**src/rtl/core/rcc_pkg.sv**
```systemverilog
// Package for the RMS contrast comparator: constants, compare codes and the
// command/status structs between controller and datapath. No dependencies.
`default_nettype none

package rcc_pkg;

  localparam int unsigned PIXEL_COUNT_BITS_DEF   = 22;
  localparam int unsigned LUMA_FRACTION_BITS_DEF = 8;

  localparam int unsigned COLOR_W    = 8;
  localparam int unsigned WSUM_W     = 24;
  localparam int unsigned WEIGHT_R   = 13933;
  localparam int unsigned WEIGHT_G   = 46871;
  localparam int unsigned WEIGHT_B   = 4732;
  localparam int unsigned CONTRAST_W = 15;
  localparam int unsigned CONTRAST_MAX = 32767;

  localparam logic [1:0] CMP_FIRST  = 2'd0;
  localparam logic [1:0] CMP_SECOND = 2'd1;
  localparam logic [1:0] CMP_EQUAL  = 2'd2;
  localparam logic [1:0] CMP_NONE   = 2'd3;

  typedef struct packed {
    logic div_start;
    logic div_sel_sq;
    logic cap_mean;
    logic cap_msq;
    logic sqrt_start;
    logic load_out;
  } dp_cmd_t;

  typedef struct packed {
    logic last_accum;
    logic div_done;
    logic sqrt_done;
    logic out_free;
  } dp_sts_t;

endpackage

`default_nettype wire

```
**src/rtl/core/rcc_if.sv**
```systemverilog
// Valid/ready channel interfaces for pixel input and contrast results.
// Depends on rcc_pkg.
`default_nettype none

interface rcc_in_if;
  import rcc_pkg::*;
  logic                 valid;
  logic                 ready;
  logic [COLOR_W-1:0]   red;
  logic [COLOR_W-1:0]   green;
  logic [COLOR_W-1:0]   blue;
  logic                 image_index;
  logic                 last_pixel;

  modport source (output valid, red, green, blue, image_index, last_pixel, input ready);
  modport sink   (input valid, red, green, blue, image_index, last_pixel, output ready);
endinterface

interface rcc_out_if;
  import rcc_pkg::*;
  logic                  valid;
  logic                  ready;
  logic [CONTRAST_W-1:0] contrast;
  logic                  which_image;
  logic [1:0]            compare_code;

  modport source (output valid, contrast, which_image, compare_code, input ready);
  modport sink   (input valid, contrast, which_image, compare_code, output ready);
endinterface

`default_nettype wire

```
**src/rtl/core/rcc_div.sv**
```systemverilog
// Restoring divider, one quotient bit per cycle, MSB-first over a chosen
// number of dividend bits. Standalone; no package dependency.
`default_nettype none

module rcc_div #(
  parameter int unsigned DIVIDEND_W = 54,
  parameter int unsigned DIVISOR_W  = 23
) (
  input  wire logic                              clk,
  input  wire logic                              rst_n,
  input  wire logic                              start,
  input  wire logic [DIVIDEND_W-1:0]             dividend,
  input  wire logic [$clog2(DIVIDEND_W+1)-1:0]   steps,
  input  wire logic [DIVISOR_W-1:0]              divisor,
  output logic                                   done,
  output logic [DIVIDEND_W-1:0]                  quotient
);

  localparam int unsigned CNT_W = $clog2(DIVIDEND_W + 1);

  logic                  busy_r;
  logic                  done_r;
  logic [CNT_W-1:0]      cnt_r;
  logic [DIVIDEND_W-1:0] dvd_r;
  logic [DIVIDEND_W-1:0] quo_r;
  logic [DIVISOR_W-1:0]  rem_r;
  logic [DIVISOR_W:0]    shifted;
  logic                  ge;
  logic [DIVISOR_W-1:0]  rem_nxt;

  assign shifted = {rem_r, dvd_r[DIVIDEND_W-1]};
  assign ge      = shifted >= {1'b0, divisor};
  assign rem_nxt = ge ? DIVISOR_W'(shifted - {1'b0, divisor}) : shifted[DIVISOR_W-1:0];

  always_ff @(posedge clk) begin
    if (!rst_n) begin
      busy_r <= 1'b0;
      done_r <= 1'b0;
      cnt_r  <= '0;
    end else begin
      done_r <= 1'b0;
      if (start) begin
        busy_r <= 1'b1;
        cnt_r  <= steps;
      end else if (busy_r) begin
        cnt_r <= cnt_r - CNT_W'(1);
        if (cnt_r == CNT_W'(1)) begin
          busy_r <= 1'b0;
          done_r <= 1'b1;
        end
      end
    end
  end

  always_ff @(posedge clk) begin
    if (start) begin
      dvd_r <= dividend;
      rem_r <= '0;
      quo_r <= '0;
    end else if (busy_r) begin
      dvd_r <= {dvd_r[DIVIDEND_W-2:0], 1'b0};
      rem_r <= rem_nxt;
      quo_r <= {quo_r[DIVIDEND_W-2:0], ge};
    end
  end

  assign done     = done_r;
  assign quotient = quo_r;

endmodule

`default_nettype wire

```
**src/rtl/core/rcc_sqrt.sv**
```systemverilog
// Digit-by-digit integer square root, one root bit per cycle.
// Standalone; no package dependency.
`default_nettype none

module rcc_sqrt #(
  parameter int unsigned ROOT_W = 16
) (
  input  wire logic                  clk,
  input  wire logic                  rst_n,
  input  wire logic                  start,
  input  wire logic [2*ROOT_W-1:0]   radicand,
  output logic                       done,
  output logic [ROOT_W-1:0]          root
);

  localparam int unsigned CNT_W = $clog2(ROOT_W + 1);

  logic                  busy_r;
  logic                  done_r;
  logic [CNT_W-1:0]      cnt_r;
  logic [2*ROOT_W-1:0]   op_r;
  logic [ROOT_W-1:0]     root_r;
  logic [ROOT_W+1:0]     rem_r;
  logic [ROOT_W+3:0]     shifted;
  logic [ROOT_W+3:0]     trial;
  logic                  ge;
  logic [ROOT_W+1:0]     rem_nxt;

  assign shifted = {rem_r, op_r[2*ROOT_W-1 -: 2]};
  assign trial   = {2'b00, root_r, 2'b01};
  assign ge      = shifted >= trial;
  assign rem_nxt = ge ? (ROOT_W+2)'(shifted - trial) : (ROOT_W+2)'(shifted);

  always_ff @(posedge clk) begin
    if (!rst_n) begin
      busy_r <= 1'b0;
      done_r <= 1'b0;
      cnt_r  <= '0;
    end else begin
      done_r <= 1'b0;
      if (start) begin
        busy_r <= 1'b1;
        cnt_r  <= CNT_W'(ROOT_W);
      end else if (busy_r) begin
        cnt_r <= cnt_r - CNT_W'(1);
        if (cnt_r == CNT_W'(1)) begin
          busy_r <= 1'b0;
          done_r <= 1'b1;
        end
      end
    end
  end

  always_ff @(posedge clk) begin
    if (start) begin
      op_r   <= radicand;
      rem_r  <= '0;
      root_r <= '0;
    end else if (busy_r) begin
      op_r   <= {op_r[2*ROOT_W-3:0], 2'b00};
      rem_r  <= rem_nxt;
      root_r <= {root_r[ROOT_W-2:0], ge};
    end
  end

  assign done = done_r;
  assign root = root_r;

endmodule

`default_nettype wire

```
**src/rtl/core/rcc_datapath.sv**
```systemverilog
// Datapath: luma pipeline, per-image accumulators, divider, root, compare
// and output register. Depends on rcc_pkg, rcc_div and rcc_sqrt.
`default_nettype none

module rcc_datapath #(
  parameter int unsigned PIXEL_COUNT_BITS   = 22,
  parameter int unsigned LUMA_FRACTION_BITS = 8
) (
  input  wire logic                          clk,
  input  wire logic                          rst_n,
  input  wire logic                          in_fire,
  input  wire logic [rcc_pkg::COLOR_W-1:0]   in_red,
  input  wire logic [rcc_pkg::COLOR_W-1:0]   in_green,
  input  wire logic [rcc_pkg::COLOR_W-1:0]   in_blue,
  input  wire logic                          in_image_index,
  input  wire logic                          in_last_pixel,
  input  wire rcc_pkg::dp_cmd_t              cmd,
  output rcc_pkg::dp_sts_t                   sts,
  output logic                               out_valid,
  input  wire logic                          out_ready,
  output logic [rcc_pkg::CONTRAST_W-1:0]     out_contrast,
  output logic                               out_which_image,
  output logic [1:0]                         out_compare_code
);

  import rcc_pkg::*;

  localparam int unsigned LW      = COLOR_W + LUMA_FRACTION_BITS;
  localparam int unsigned SQW     = 2 * LW;
  localparam int unsigned CNTW    = PIXEL_COUNT_BITS + 1;
  localparam int unsigned SUMW    = LW + PIXEL_COUNT_BITS;
  localparam int unsigned SQSW    = SQW + PIXEL_COUNT_BITS;
  localparam int unsigned DCNT_W  = $clog2(SQSW + 1);

  logic [WSUM_W-1:0]     wsum;
  logic [LW-1:0]         luma1_r;
  logic                  v1_r;
  logic                  last1_r;
  logic [LW-1:0]         luma2_r;
  logic [SQW-1:0]        sq2_r;
  logic                  v2_r;
  logic                  last2_r;
  logic                  last3_r;
  logic [CNTW-1:0]       tally_r;
  logic [SUMW-1:0]       sum_r;
  logic [SQSW-1:0]       sqsum_r;
  logic                  idx_r;
  logic [LW-1:0]         mean_r;
  logic [SQW-1:0]        mean_sq_r;
  logic [SQW-1:0]        msq_r;
  logic [SQW-1:0]        var_val;
  logic [SQSW-1:0]       div_dividend;
  logic [DCNT_W-1:0]     div_steps;
  logic                  div_done;
  logic [SQSW-1:0]       div_quo;
  logic                  sqrt_done;
  logic [LW-1:0]         root;
  logic [CONTRAST_W-1:0] contrast_sat;
  logic [1:0]            code;
  logic [CONTRAST_W-1:0] first_contrast_r;
  logic                  first_done_r;
  logic                  out_valid_r;
  logic [CONTRAST_W-1:0] out_contrast_r;
  logic                  out_which_r;
  logic [1:0]            out_code_r;

  assign wsum = WSUM_W'(WEIGHT_R) * WSUM_W'(in_red)
              + WSUM_W'(WEIGHT_G) * WSUM_W'(in_green)
              + WSUM_W'(WEIGHT_B) * WSUM_W'(in_blue);

  always_ff @(posedge clk) begin
    if (!rst_n) begin
      v1_r    <= 1'b0;
      v2_r    <= 1'b0;
      last1_r <= 1'b0;
      last2_r <= 1'b0;
      last3_r <= 1'b0;
    end else begin
      v1_r    <= in_fire;
      last1_r <= in_fire & in_last_pixel;
      v2_r    <= v1_r;
      last2_r <= last1_r;
      last3_r <= v2_r & last2_r;
    end
  end

  always_ff @(posedge clk) begin
    luma1_r <= wsum[WSUM_W-1 -: LW];
    luma2_r <= luma1_r;
    sq2_r   <= luma1_r * luma1_r;
    if (in_fire && in_last_pixel) begin
      idx_r <= in_image_index;
    end
  end

  always_ff @(posedge clk) begin
    if (!rst_n || cmd.load_out) begin
      tally_r <= '0;
      sum_r   <= '0;
      sqsum_r <= '0;
    end else if (v2_r && !tally_r[PIXEL_COUNT_BITS]) begin
      tally_r <= tally_r + CNTW'(1);
      sum_r   <= sum_r + SUMW'(luma2_r);
      sqsum_r <= sqsum_r + SQSW'(sq2_r);
    end
  end

  assign div_dividend = cmd.div_sel_sq ? sqsum_r : {sum_r, LW'(0)};
  assign div_steps    = cmd.div_sel_sq ? DCNT_W'(SQSW) : DCNT_W'(SUMW);

  rcc_div #(
    .DIVIDEND_W (SQSW),
    .DIVISOR_W  (CNTW)
  ) u_div (
    .clk      (clk),
    .rst_n    (rst_n),
    .start    (cmd.div_start),
    .dividend (div_dividend),
    .steps    (div_steps),
    .divisor  (tally_r),
    .done     (div_done),
    .quotient (div_quo)
  );

  always_ff @(posedge clk) begin
    if (cmd.cap_mean) begin
      mean_r <= div_quo[LW-1:0];
    end
    if (cmd.cap_msq) begin
      msq_r <= div_quo[SQW-1:0];
    end
    mean_sq_r <= mean_r * mean_r;
  end

  assign var_val = (msq_r >= mean_sq_r) ? (msq_r - mean_sq_r) : '0;

  rcc_sqrt #(
    .ROOT_W (LW)
  ) u_sqrt (
    .clk      (clk),
    .rst_n    (rst_n),
    .start    (cmd.sqrt_start),
    .radicand (var_val),
    .done     (sqrt_done),
    .root     (root)
  );

  assign contrast_sat = (32'(root) > 32'(CONTRAST_MAX)) ? CONTRAST_W'(CONTRAST_MAX)
                                                        : CONTRAST_W'(root);

  always_comb begin
    if (!idx_r || !first_done_r) begin
      code = CMP_NONE;
    end else if (first_contrast_r > contrast_sat) begin
      code = CMP_FIRST;
    end else if (contrast_sat > first_contrast_r) begin
      code = CMP_SECOND;
    end else begin
      code = CMP_EQUAL;
    end
  end

  always_ff @(posedge clk) begin
    if (!rst_n) begin
      first_contrast_r <= '0;
      first_done_r     <= 1'b0;
      out_valid_r      <= 1'b0;
    end else begin
      if (cmd.load_out) begin
        out_valid_r <= 1'b1;
        if (!idx_r) begin
          first_contrast_r <= contrast_sat;
          first_done_r     <= 1'b1;
        end else begin
          first_done_r <= 1'b0;
        end
      end else if (out_ready) begin
        out_valid_r <= 1'b0;
      end
    end
  end

  always_ff @(posedge clk) begin
    if (cmd.load_out) begin
      out_contrast_r <= contrast_sat;
      out_which_r    <= idx_r;
      out_code_r     <= code;
    end
  end

  assign sts.last_accum = last3_r;
  assign sts.div_done   = div_done;
  assign sts.sqrt_done  = sqrt_done;
  assign sts.out_free   = !out_valid_r || out_ready;

  assign out_valid        = out_valid_r;
  assign out_contrast     = out_contrast_r;
  assign out_which_image  = out_which_r;
  assign out_compare_code = out_code_r;

endmodule

`default_nettype wire

```
**src/rtl/core/rcc_ctrl.sv**
```systemverilog
// Controller: streams pixels, then sequences the divides, the root and the
// result hand-off for each finished image. Depends on rcc_pkg.
`default_nettype none

module rcc_ctrl (
  input  wire logic              clk,
  input  wire logic              rst_n,
  input  wire logic              in_fire,
  input  wire logic              in_last_pixel,
  output logic                   in_ready,
  input  wire rcc_pkg::dp_sts_t  sts,
  output rcc_pkg::dp_cmd_t       cmd
);

  import rcc_pkg::*;

  typedef enum logic [6:0] {
    S_ACC     = 7'b0000001,
    S_DRAIN   = 7'b0000010,
    S_DIV_SUM = 7'b0000100,
    S_DIV_SQ  = 7'b0001000,
    S_VAR     = 7'b0010000,
    S_SQRT    = 7'b0100000,
    S_DONE    = 7'b1000000
  } state_t;

  state_t state_r;
  state_t state_nxt;

  always_comb begin
    state_nxt = state_r;
    cmd       = '0;
    in_ready  = 1'b0;
    case (state_r)
      S_ACC: begin
        in_ready = 1'b1;
        if (in_fire && in_last_pixel) begin
          state_nxt = S_DRAIN;
        end
      end
      S_DRAIN: begin
        if (sts.last_accum) begin
          cmd.div_start = 1'b1;
          state_nxt     = S_DIV_SUM;
        end
      end
      S_DIV_SUM: begin
        if (sts.div_done) begin
          cmd.cap_mean   = 1'b1;
          cmd.div_start  = 1'b1;
          cmd.div_sel_sq = 1'b1;
          state_nxt      = S_DIV_SQ;
        end
      end
      S_DIV_SQ: begin
        if (sts.div_done) begin
          cmd.cap_msq = 1'b1;
          state_nxt   = S_VAR;
        end
      end
      S_VAR: begin
        cmd.sqrt_start = 1'b1;
        state_nxt      = S_SQRT;
      end
      S_SQRT: begin
        if (sts.sqrt_done) begin
          state_nxt = S_DONE;
        end
      end
      S_DONE: begin
        if (sts.out_free) begin
          cmd.load_out = 1'b1;
          state_nxt    = S_ACC;
        end
      end
      default: begin
        state_nxt = S_ACC;
      end
    endcase
  end

  always_ff @(posedge clk) begin
    if (!rst_n) begin
      state_r <= S_ACC;
    end else begin
      state_r <= state_nxt;
    end
  end

endmodule

`default_nettype wire

```
**src/rtl/core/rms_contrast_compare.sv**
```systemverilog
// Top level of the RMS contrast comparator: controller plus datapath.
// Depends on rcc_pkg, rcc_if, rcc_ctrl and rcc_datapath.
//
//   channel   dir  handshake      payload
//   in_chan   in   valid/ready    red, green, blue, image_index, last_pixel
//   out_chan  out  valid/ready    contrast, which_image, compare_code
//
// Pixels are taken one per cycle while an image streams in.
// After a last pixel the input stalls for the drain, the divides of the luma sum (LUMA+COUNT
// bits) and the square sum (2*LUMA+COUNT bits), a variance state, a LUMA-bit root (the divides
// and the root each at one bit per cycle) and the load state.
// A stalled result holds the load cycle; otherwise the result register frees the core.
// Reset is synchronous, active low, and empties all accumulators.
`default_nettype none

module rms_contrast_compare #(
  parameter int unsigned PIXEL_COUNT_BITS   = rcc_pkg::PIXEL_COUNT_BITS_DEF,
  parameter int unsigned LUMA_FRACTION_BITS = rcc_pkg::LUMA_FRACTION_BITS_DEF
) (
  input  wire logic  clk,
  input  wire logic  rst_n,
  rcc_in_if.sink     in_chan,
  rcc_out_if.source  out_chan
);

  import rcc_pkg::*;

  logic    in_ready;
  logic    in_fire;
  dp_cmd_t cmd;
  dp_sts_t sts;

  assign in_fire       = in_chan.valid & in_ready;
  assign in_chan.ready = in_ready;

  rcc_ctrl u_ctrl (
    .clk           (clk),
    .rst_n         (rst_n),
    .in_fire       (in_fire),
    .in_last_pixel (in_chan.last_pixel),
    .in_ready      (in_ready),
    .sts           (sts),
    .cmd           (cmd)
  );

  rcc_datapath #(
    .PIXEL_COUNT_BITS   (PIXEL_COUNT_BITS),
    .LUMA_FRACTION_BITS (LUMA_FRACTION_BITS)
  ) u_dp (
    .clk              (clk),
    .rst_n            (rst_n),
    .in_fire          (in_fire),
    .in_red           (in_chan.red),
    .in_green         (in_chan.green),
    .in_blue          (in_chan.blue),
    .in_image_index   (in_chan.image_index),
    .in_last_pixel    (in_chan.last_pixel),
    .cmd              (cmd),
    .sts              (sts),
    .out_valid        (out_chan.valid),
    .out_ready        (out_chan.ready),
    .out_contrast     (out_chan.contrast),
    .out_which_image  (out_chan.which_image),
    .out_compare_code (out_chan.compare_code)
  );

endmodule

`default_nettype wire

```
**src/flat_wrapper.sv**
```systemverilog
// flat-port wrapper written by rule: the top's interface ports become plain ports
module rms_contrast_compare_flat import rcc_pkg::*;
#(
  parameter int unsigned PIXEL_COUNT_BITS   = rcc_pkg::PIXEL_COUNT_BITS_DEF,
  parameter int unsigned LUMA_FRACTION_BITS = rcc_pkg::LUMA_FRACTION_BITS_DEF
)
  (clk, rst_n, in_chan_valid, in_chan_red, in_chan_green, in_chan_blue, in_chan_image_index, in_chan_last_pixel, in_chan_ready, out_chan_valid, out_chan_contrast, out_chan_which_image, out_chan_compare_code, out_chan_ready);
  rcc_in_if in_chan_i ();
  rcc_out_if out_chan_i ();
  input  wire logic clk;
  input  wire logic rst_n;
  input wire logic [$bits(in_chan_i.valid)-1:0] in_chan_valid;
  input wire logic [$bits(in_chan_i.red)-1:0] in_chan_red;
  input wire logic [$bits(in_chan_i.green)-1:0] in_chan_green;
  input wire logic [$bits(in_chan_i.blue)-1:0] in_chan_blue;
  input wire logic [$bits(in_chan_i.image_index)-1:0] in_chan_image_index;
  input wire logic [$bits(in_chan_i.last_pixel)-1:0] in_chan_last_pixel;
  output wire logic [$bits(in_chan_i.ready)-1:0] in_chan_ready;
  output wire logic [$bits(out_chan_i.valid)-1:0] out_chan_valid;
  output wire logic [$bits(out_chan_i.contrast)-1:0] out_chan_contrast;
  output wire logic [$bits(out_chan_i.which_image)-1:0] out_chan_which_image;
  output wire logic [$bits(out_chan_i.compare_code)-1:0] out_chan_compare_code;
  input wire logic [$bits(out_chan_i.ready)-1:0] out_chan_ready;
  assign in_chan_i.valid = in_chan_valid;
  assign in_chan_i.red = in_chan_red;
  assign in_chan_i.green = in_chan_green;
  assign in_chan_i.blue = in_chan_blue;
  assign in_chan_i.image_index = in_chan_image_index;
  assign in_chan_i.last_pixel = in_chan_last_pixel;
  assign in_chan_ready = in_chan_i.ready;
  assign out_chan_valid = out_chan_i.valid;
  assign out_chan_contrast = out_chan_i.contrast;
  assign out_chan_which_image = out_chan_i.which_image;
  assign out_chan_compare_code = out_chan_i.compare_code;
  assign out_chan_i.ready = out_chan_ready;
  rms_contrast_compare #(.PIXEL_COUNT_BITS(PIXEL_COUNT_BITS), .LUMA_FRACTION_BITS(LUMA_FRACTION_BITS)) u_core (.clk(clk), .rst_n(rst_n), .in_chan(in_chan_i), .out_chan(out_chan_i));
endmodule
```
**config.mk**
```make
export PLATFORM = sky130hd
export DESIGN_NAME = rms_contrast_compare_flat
export DESIGN_NICKNAME = d
export VERILOG_FILES = /design/src/rtl/core/rcc_pkg.sv /design/src/rtl/core/rcc_if.sv /design/src/rtl/core/rcc_div.sv /design/src/rtl/core/rcc_sqrt.sv /design/src/rtl/core/rcc_datapath.sv /design/src/rtl/core/rcc_ctrl.sv /design/src/rtl/core/rms_contrast_compare.sv /design/src/flat_wrapper.sv
export SDC_FILE = /design/constraint.sdc
export NUM_CORES = 2
export LEC_CHECK = 0
export ABC_AREA = 1
export ABC_CLOCK_PERIOD_IN_PS = 13400
export BUFFER_PORTS_ARGS = -buffer_cell sky130_fd_sc_hd__clkbuf_2
export CAP_MARGIN = 20
export CORE_UTILIZATION = 60
export CTS_BUF_LIST = sky130_fd_sc_hd__clkbuf_8
export CTS_CLUSTER_DIAMETER = 30
export DETAILED_ROUTE_END_ITERATION = 16
export PLACE_DENSITY_LB_ADDON = 0.05
export SLEW_MARGIN = 20
export SYNTH_ARGS = -nofsm -noshare
export SYNTH_HDL_FRONTEND = slang
export SYNTH_SLANG_ARGS = --single-unit
```
**constraint.sdc**
```tcl
create_clock -name clk -period 13.4 [get_ports clk]
set_input_delay 2.01 -clock clk [delete_from_list [all_inputs] [get_ports clk]]
set_output_delay 2.01 -clock clk [all_outputs]
set_load 0.005 [all_outputs]
```
Word level (Yosys, flattened, before mapping). Index checks and enable logic that the tools add are counted.

Memories kept: 0. Logic and storage cells: 140. Output and inout port bits: 20. Input port bits: 30. Register bits: 497. Bits in writable memories: 0. ROM bits: 0. Bits in latches: 0.

Magnitude comparators: 6. Muxes and demuxes: 44. Add/subtract/negate cells: 10. Reductions and logical operators: 18. $mul: 5. Shifts and indexed selects: 0. Equal/unequal tests: 15. Divide/modulo/power cells: 0. Bitwise logic cells: 7.

Operators by type and width (count): $mux W54 (3); $mux W32 (3); $mul A16 B16 Y32 (2); $add A54 B32 Y54 (1); $pmux W7 S7 (1); $mux W7 (6); $add A38 B16 Y38 (1); $ge A32 B32 Y1 (1); $sub A32 B32 Y32 (1); $gt A15 B15 Y1 (2); $add A22 B24 Y24 (1); $add A24 B21 Y24 (1); $ge A24 B23 Y1 (1); $mul A16 B8 Y24 const A (1); $add A23 B1 Y23 const B (1); $mux W23 (1); $sub A23 B23 Y23 (1); $mul A14 B8 Y22 const A (1); $ge A20 B18 Y1 (1); $mul A11 B8 Y19 const A (1); $mux W1 (18); $mux W18 (1); $sub A18 B18 Y18 (1); $gt A16 B15 Y1 const B (1); 29 further kinds (53).

Depth between registers and ports, before layout.
Depth in word-level cells: 6. Gate-level depth with buffers: 35. Mapped depth without buffers: 35.

Modules after synthesis. A second synthesis with hierarchy kept.

Cell total of the unflattened synthesis: 6753. Area, all modules: 50342.0 sq um.

Modules (own cells, without submodules): rcc_datapath (cells an instance 5115, seq. area each 6616.3 sq um, area each 38496.9 sq um, instances 1); rcc_div (cells an instance 1005, seq. area each 3323.2 sq um, area each 7213.2 sq um, instances 1); rcc_sqrt (cells an instance 550, seq. area each 1781.7 sq um, area each 4108.9 sq um, instances 1); rcc_ctrl (cells an instance 81, seq. area each 140.1 sq um, area each 515.5 sq um, instances 1); rms_contrast_compare (cells an instance 2, seq. area each 0.0 sq um, area each 7.5 sq um, instances 1).

Worst setup path after synthesis. Ideal clock, no wire load.

Path kind: input to register. From: input in_chan_blue[2]. To: register u_core.u_dp.luma1_r[14]. Data arrival time: 8.318 ns. Cell stages on the path: 32. Required time: 13.288 ns. Setup slack: 4.970 ns. Cells stage by stage: inv_1 > fa_1 > inv_1 > ha_1 > inv_1 > fa_1 > fa_1 > inv_1 > ha_1 > nand3_1 > nand2_1 > nand2_1 > nand2_1 > o21ai_0 > o21ai_0 > nand3_1 > nand3_1 > nand2_1 > ha_1 > fa_1 > inv_1 > fa_1 > fa_1 > inv_1 > ha_1 > a21o_1 > a21boi_0 > nor2_1 > a211oi_1 > nand2_1 > nand2_1 > nand2_1.

Cells in the longest elaborated chain, start to end: 2.

RTL lines: start, declared (RTL line flat_wrapper.sv:15) `input wire logic [$bits(in_chan_i.blue)-1:0] in_chan_blue;`; $mul A11 B8 Y19 (RTL line rcc_datapath.sv:69) `+ WSUM_W'(WEIGHT_B) * WSUM_W'(in_blue);`; $add A24 B21 Y24 (RTL line rcc_datapath.sv:69); named net u_core.u_dp.wsum[22] (RTL line rcc_datapath.sv:35) `logic [WSUM_W-1:0] wsum;`; end signal, assigned (RTL line rcc_datapath.sv:88) `luma1_r <= wsum[WSUM_W-1 -: LW];`; end, declared (RTL line rcc_datapath.sv:36) `logic [LW-1:0] luma1_r;`.

The timed path passes the listed nets, and every way through them passes these cells. A chain may end at the register's enable or synchronous reset.

Worst setup path after layout.
From: input in_chan_blue[5]. To: register u_core.u_dp.luma1_r[15].

Same word-level chain as after synthesis.

==> impl_metrics.yaml <==
finish:
  synthToLayoutAreaGrowth_pct: 7.10
  final_area_um2: 52400
  nNetsFinal: 7532
  utilization: 0.650
  drive_gt1_frac: 0.0460
routing:
  vias: 40182
  via_per_inst: 5.21
  met3WireLength_um: 4240
  drt_first_pass_iters: 14
  drc: 6
  post_drt_wl_per_cell_um: 15.0
  drtIter0Drc: 2359
  detail-route-antenna-nets: 0
  wl_met2_um: 57500
  drt-met1-wl_um: 51400
  top_layer: "met4"
  totalWireLength_um: 116000
global_route:
  antenna_found_initial: 1
  grt_pass1_wl_um: 193000
  grt_max_degree: 91
  gr-total-overflow: 0
  grt_pass1_vias: 40232
  track_usage: 0.286
floorplanning:
  start_util: 0.607
  die_x_um: 288
  dieArea_um2: 82700
  num_io_pins: 50
  fp.dieH_um: 288
  row_count: 104
  core_um2: 80700
worst_setup_path:
  slowest_delay_ps: 570
  start_kind: "input pin"
  reg2reg_depth: 20
  crit_path_start: "in_chan_blue[5]"
  cp_max_fo: 5
  endpoint_kind: "register"
  critPathArrivalTime_ps: 9090
  cp_common_cell: "fa_1"
  crit_slowest_cell: "fa_1"
  crit_required_ps: 14000
  crit_type: "in2reg"
  rr_startpoint: "u_core.u_dp.mean_r[6]"
timing:
  setup_violations: 0
  worstMarginPinSlew_ps: 1080
  clock.fmax_ghz: 0.118
  min_period_ps: 8500
  maxSlewViolCount: 0
  skew_ps: 44.0
  relSlewSlack: 0.280
  period_share: 0.634
  hold_viol_final: 0
  rsz0062_at_grt: "false"
  fin_hold_ws_ps: 425
  setup_tns_ps: 0
run:
  cap_viol_max_count: 0
clocking:
  ctsHtreeMaxLevel: 3
  path_clk_slew_ps: 60
  cts_resized: 0
  ctsHoldBuffers: 0
  cts_tree: "done"
  cts_buffers: 103
  cts.path.max_buffers: 3
  cts_setup_buffers: 0
  cts-root-buf: "clkbuf_8"
  insertion_delay_ps: 730
  clkSinkCount: 494
yosys:
  syn_area_um2: 48900
  synth_nets: 7493
  avgSynthCellArea_um2: 7.51
  netlist_instances: 6518
  synth-seq-cells: 494
  ys_types: 59
  yosysWarnings: 0
  seq_area_frac_synth: 0.233
place:
  dp_hpwl_um: 93300
  gp_congestion: 0.935
  place_area_um2: 50100
  portBuffers: 49
hold_path:
  whs_path_depth: 2
  min_from: "u_core.u_dp.last2_r"
  hold_class: "reg2reg"
outcome:
  violations: "design-rule violations"
  outcome: "complete, but fails checks"
-- worst max-delay path, delay by kind of cell --
family | cells | cell delay (ps)
compound gates | 5 | 1030
buf+inv | 6 | 460
xor+xnor | 2 | 280
fa+ha+maj | 10 | 4430
simple gates | 8 | 810
-- area by class of cell --
class	count	area [um^2]
multi-input combinational	4422	31400
fill	7347	28300
sequential	494	11400
inverter	1460	5490
clock buffer	113	1560
tap	1060	1330
clock inverter	83	773
timing repair buffer	76	448
antenna	2	5.00
-- placed cells by master, fill, tap and decap left out, drive strengths merged, types with 6 or more instances in the layout --
| cell type | Yosys | layout |
|---|---|---|
| inv | 1459 | 1496 |
| edfxtp | 153 | 153 |
| nor2 | 522 | 522 |
| xnor2 | 49 | 49 |
| o21bai | 38 | 38 |
| nor3 | 72 | 72 |
| clkinvlp | 0 | 6 |
| a21oi | 356 | 356 |
| nand4 | 78 | 78 |
| fa | 468 | 468 |
| nand2 | 1606 | 1606 |
| a21o | 11 | 11 |
| o22ai | 45 | 45 |
| and2 | 6 | 6 |
| a31oi | 6 | 6 |
| nand3 | 245 | 245 |
| o21ai | 240 | 240 |
| bufinv | 0 | 10 |
| nor4 | 23 | 23 |
| clkbuf | 92 | 162 |
| or2 | 13 | 13 |
| clkinv | 1 | 31 |
| xor2 | 105 | 105 |
| o21a | 8 | 8 |
| dfxtp | 341 | 341 |
| nand3b | 27 | 27 |
| buf | 50 | 27 |
| o211ai | 7 | 7 |
| ha | 477 | 477 |
-- logic make-up (layout without fill, tap and decap cells) --
family                     Yosys count  count (layout)  share of synthesized area
AOI/OAI and AO/OA                  725             725                     0.0797
xor gates and xnor gates           154             154                     0.0276
adders and majority gates          945             945                      0.313
buffers and inverters             1602            1732                      0.125
DFF                                494             494                      0.233
muxes                                1               1                   0.000230
other                                0               2                          0
and+or+nand+nor                   2597            2597                      0.221
-- through the flow --
stage,std cells,setup WS (ps)
after global routing,7710,4430
after floorplan,6518,4970
final,7710,4900
after detailed placement,7512,4180
after global placement,7512,4230
after CTS,7708,4940
-- cells in the mapped netlist, drive strengths merged --
| cell type | instances | share of area |
|---|---|---|
| nand2 | 1606 | 0.12 |
| inv | 1459 | 0.11 |
| nor2 | 522 | 0.042 |
| ha | 477 | 0.12 |
| fa | 468 | 0.19 |
| a21oi | 356 | 0.036 |
| dfxtp | 341 | 0.14 |
| nand3 | 245 | 0.025 |
| o21ai | 240 | 0.025 |
| edfxtp | 153 | 0.094 |
| xor2 | 105 | 0.019 |
| clkbuf | 92 | 0.0071 |
| nand4 | 78 | 0.011 |
| nor3 | 72 | 0.0078 |
| buf | 50 | 0.0060 |
| xnor2 | 49 | 0.0088 |
| o22ai | 45 | 0.0058 |
| o21bai | 38 | 0.0058 |
| nand3b | 27 | 0.0041 |
| nor4 | 23 | 0.0037 |
| or2 | 13 | 0.0017 |
| a21o | 11 | 0.0017 |
| o21a | 8 | 0.0012 |
| o211ai | 7 | 0.0011 |
| a31oi | 6 | 0.00077 |
| and2 | 6 | 0.00077 |
| a21boi | 4 | 0.00061 |
| nor3b | 3 | 0.00056 |
| o311ai | 3 | 0.00054 |
| a211oi | 2 | 0.00031 |
| a22o | 2 | 0.00036 |
| a31o | 1 | 0.00018 |
| and3 | 1 | 0.00013 |
| and3b | 1 | 0.00018 |
| clkinv | 1 | 0.000077 |
| mux2 | 1 | 0.00023 |
| o2111ai | 1 | 0.00018 |
| o211a | 1 | 0.00020 |
-- registers in the layout, indices dropped and copies added (netlist names), 16 cells and up --
signal and flops:
u_core.u_dp.sqsum_r 54, u_core.u_dp.u_div.dvd_r 54, u_core.u_dp.sum_r 38, u_core.u_dp.msq_r 32, u_core.u_dp.u_div.quotient 32, u_core.u_dp.u_sqrt.op_r 32, u_core.u_dp.mean_sq_r 31, u_core.u_dp.sq2_r 31
u_core.u_dp.tally_r 23, u_core.u_dp.u_div.rem_r 23, u_core.u_dp.u_sqrt.rem_r 18, u_core.u_dp.luma1_r 16, u_core.u_dp.mean_r 16, u_core.u_dp.u_sqrt.root 16
-- path summary, 6_finish.rpt --
kind	end	slack, ps
max	u_core.u_dp.luma1_r[15]	4900
min	u_core.u_dp.last3_r	420
max reg2reg	u_core.u_dp.mean_sq_r[31]	7160
min reg2reg	u_core.u_dp.last3_r	420
-- routing by layer --
layer	vias up	GRT usage
met5	-	0
met2	727	0.518
met4	0	0.0767
met3	163	0.0272
li1	20286	-
met1	19006	0.363
Power is left out: the tool's default activity adds up to more than one toggle a clock period on the data nets, which glitch-free logic cannot reach.
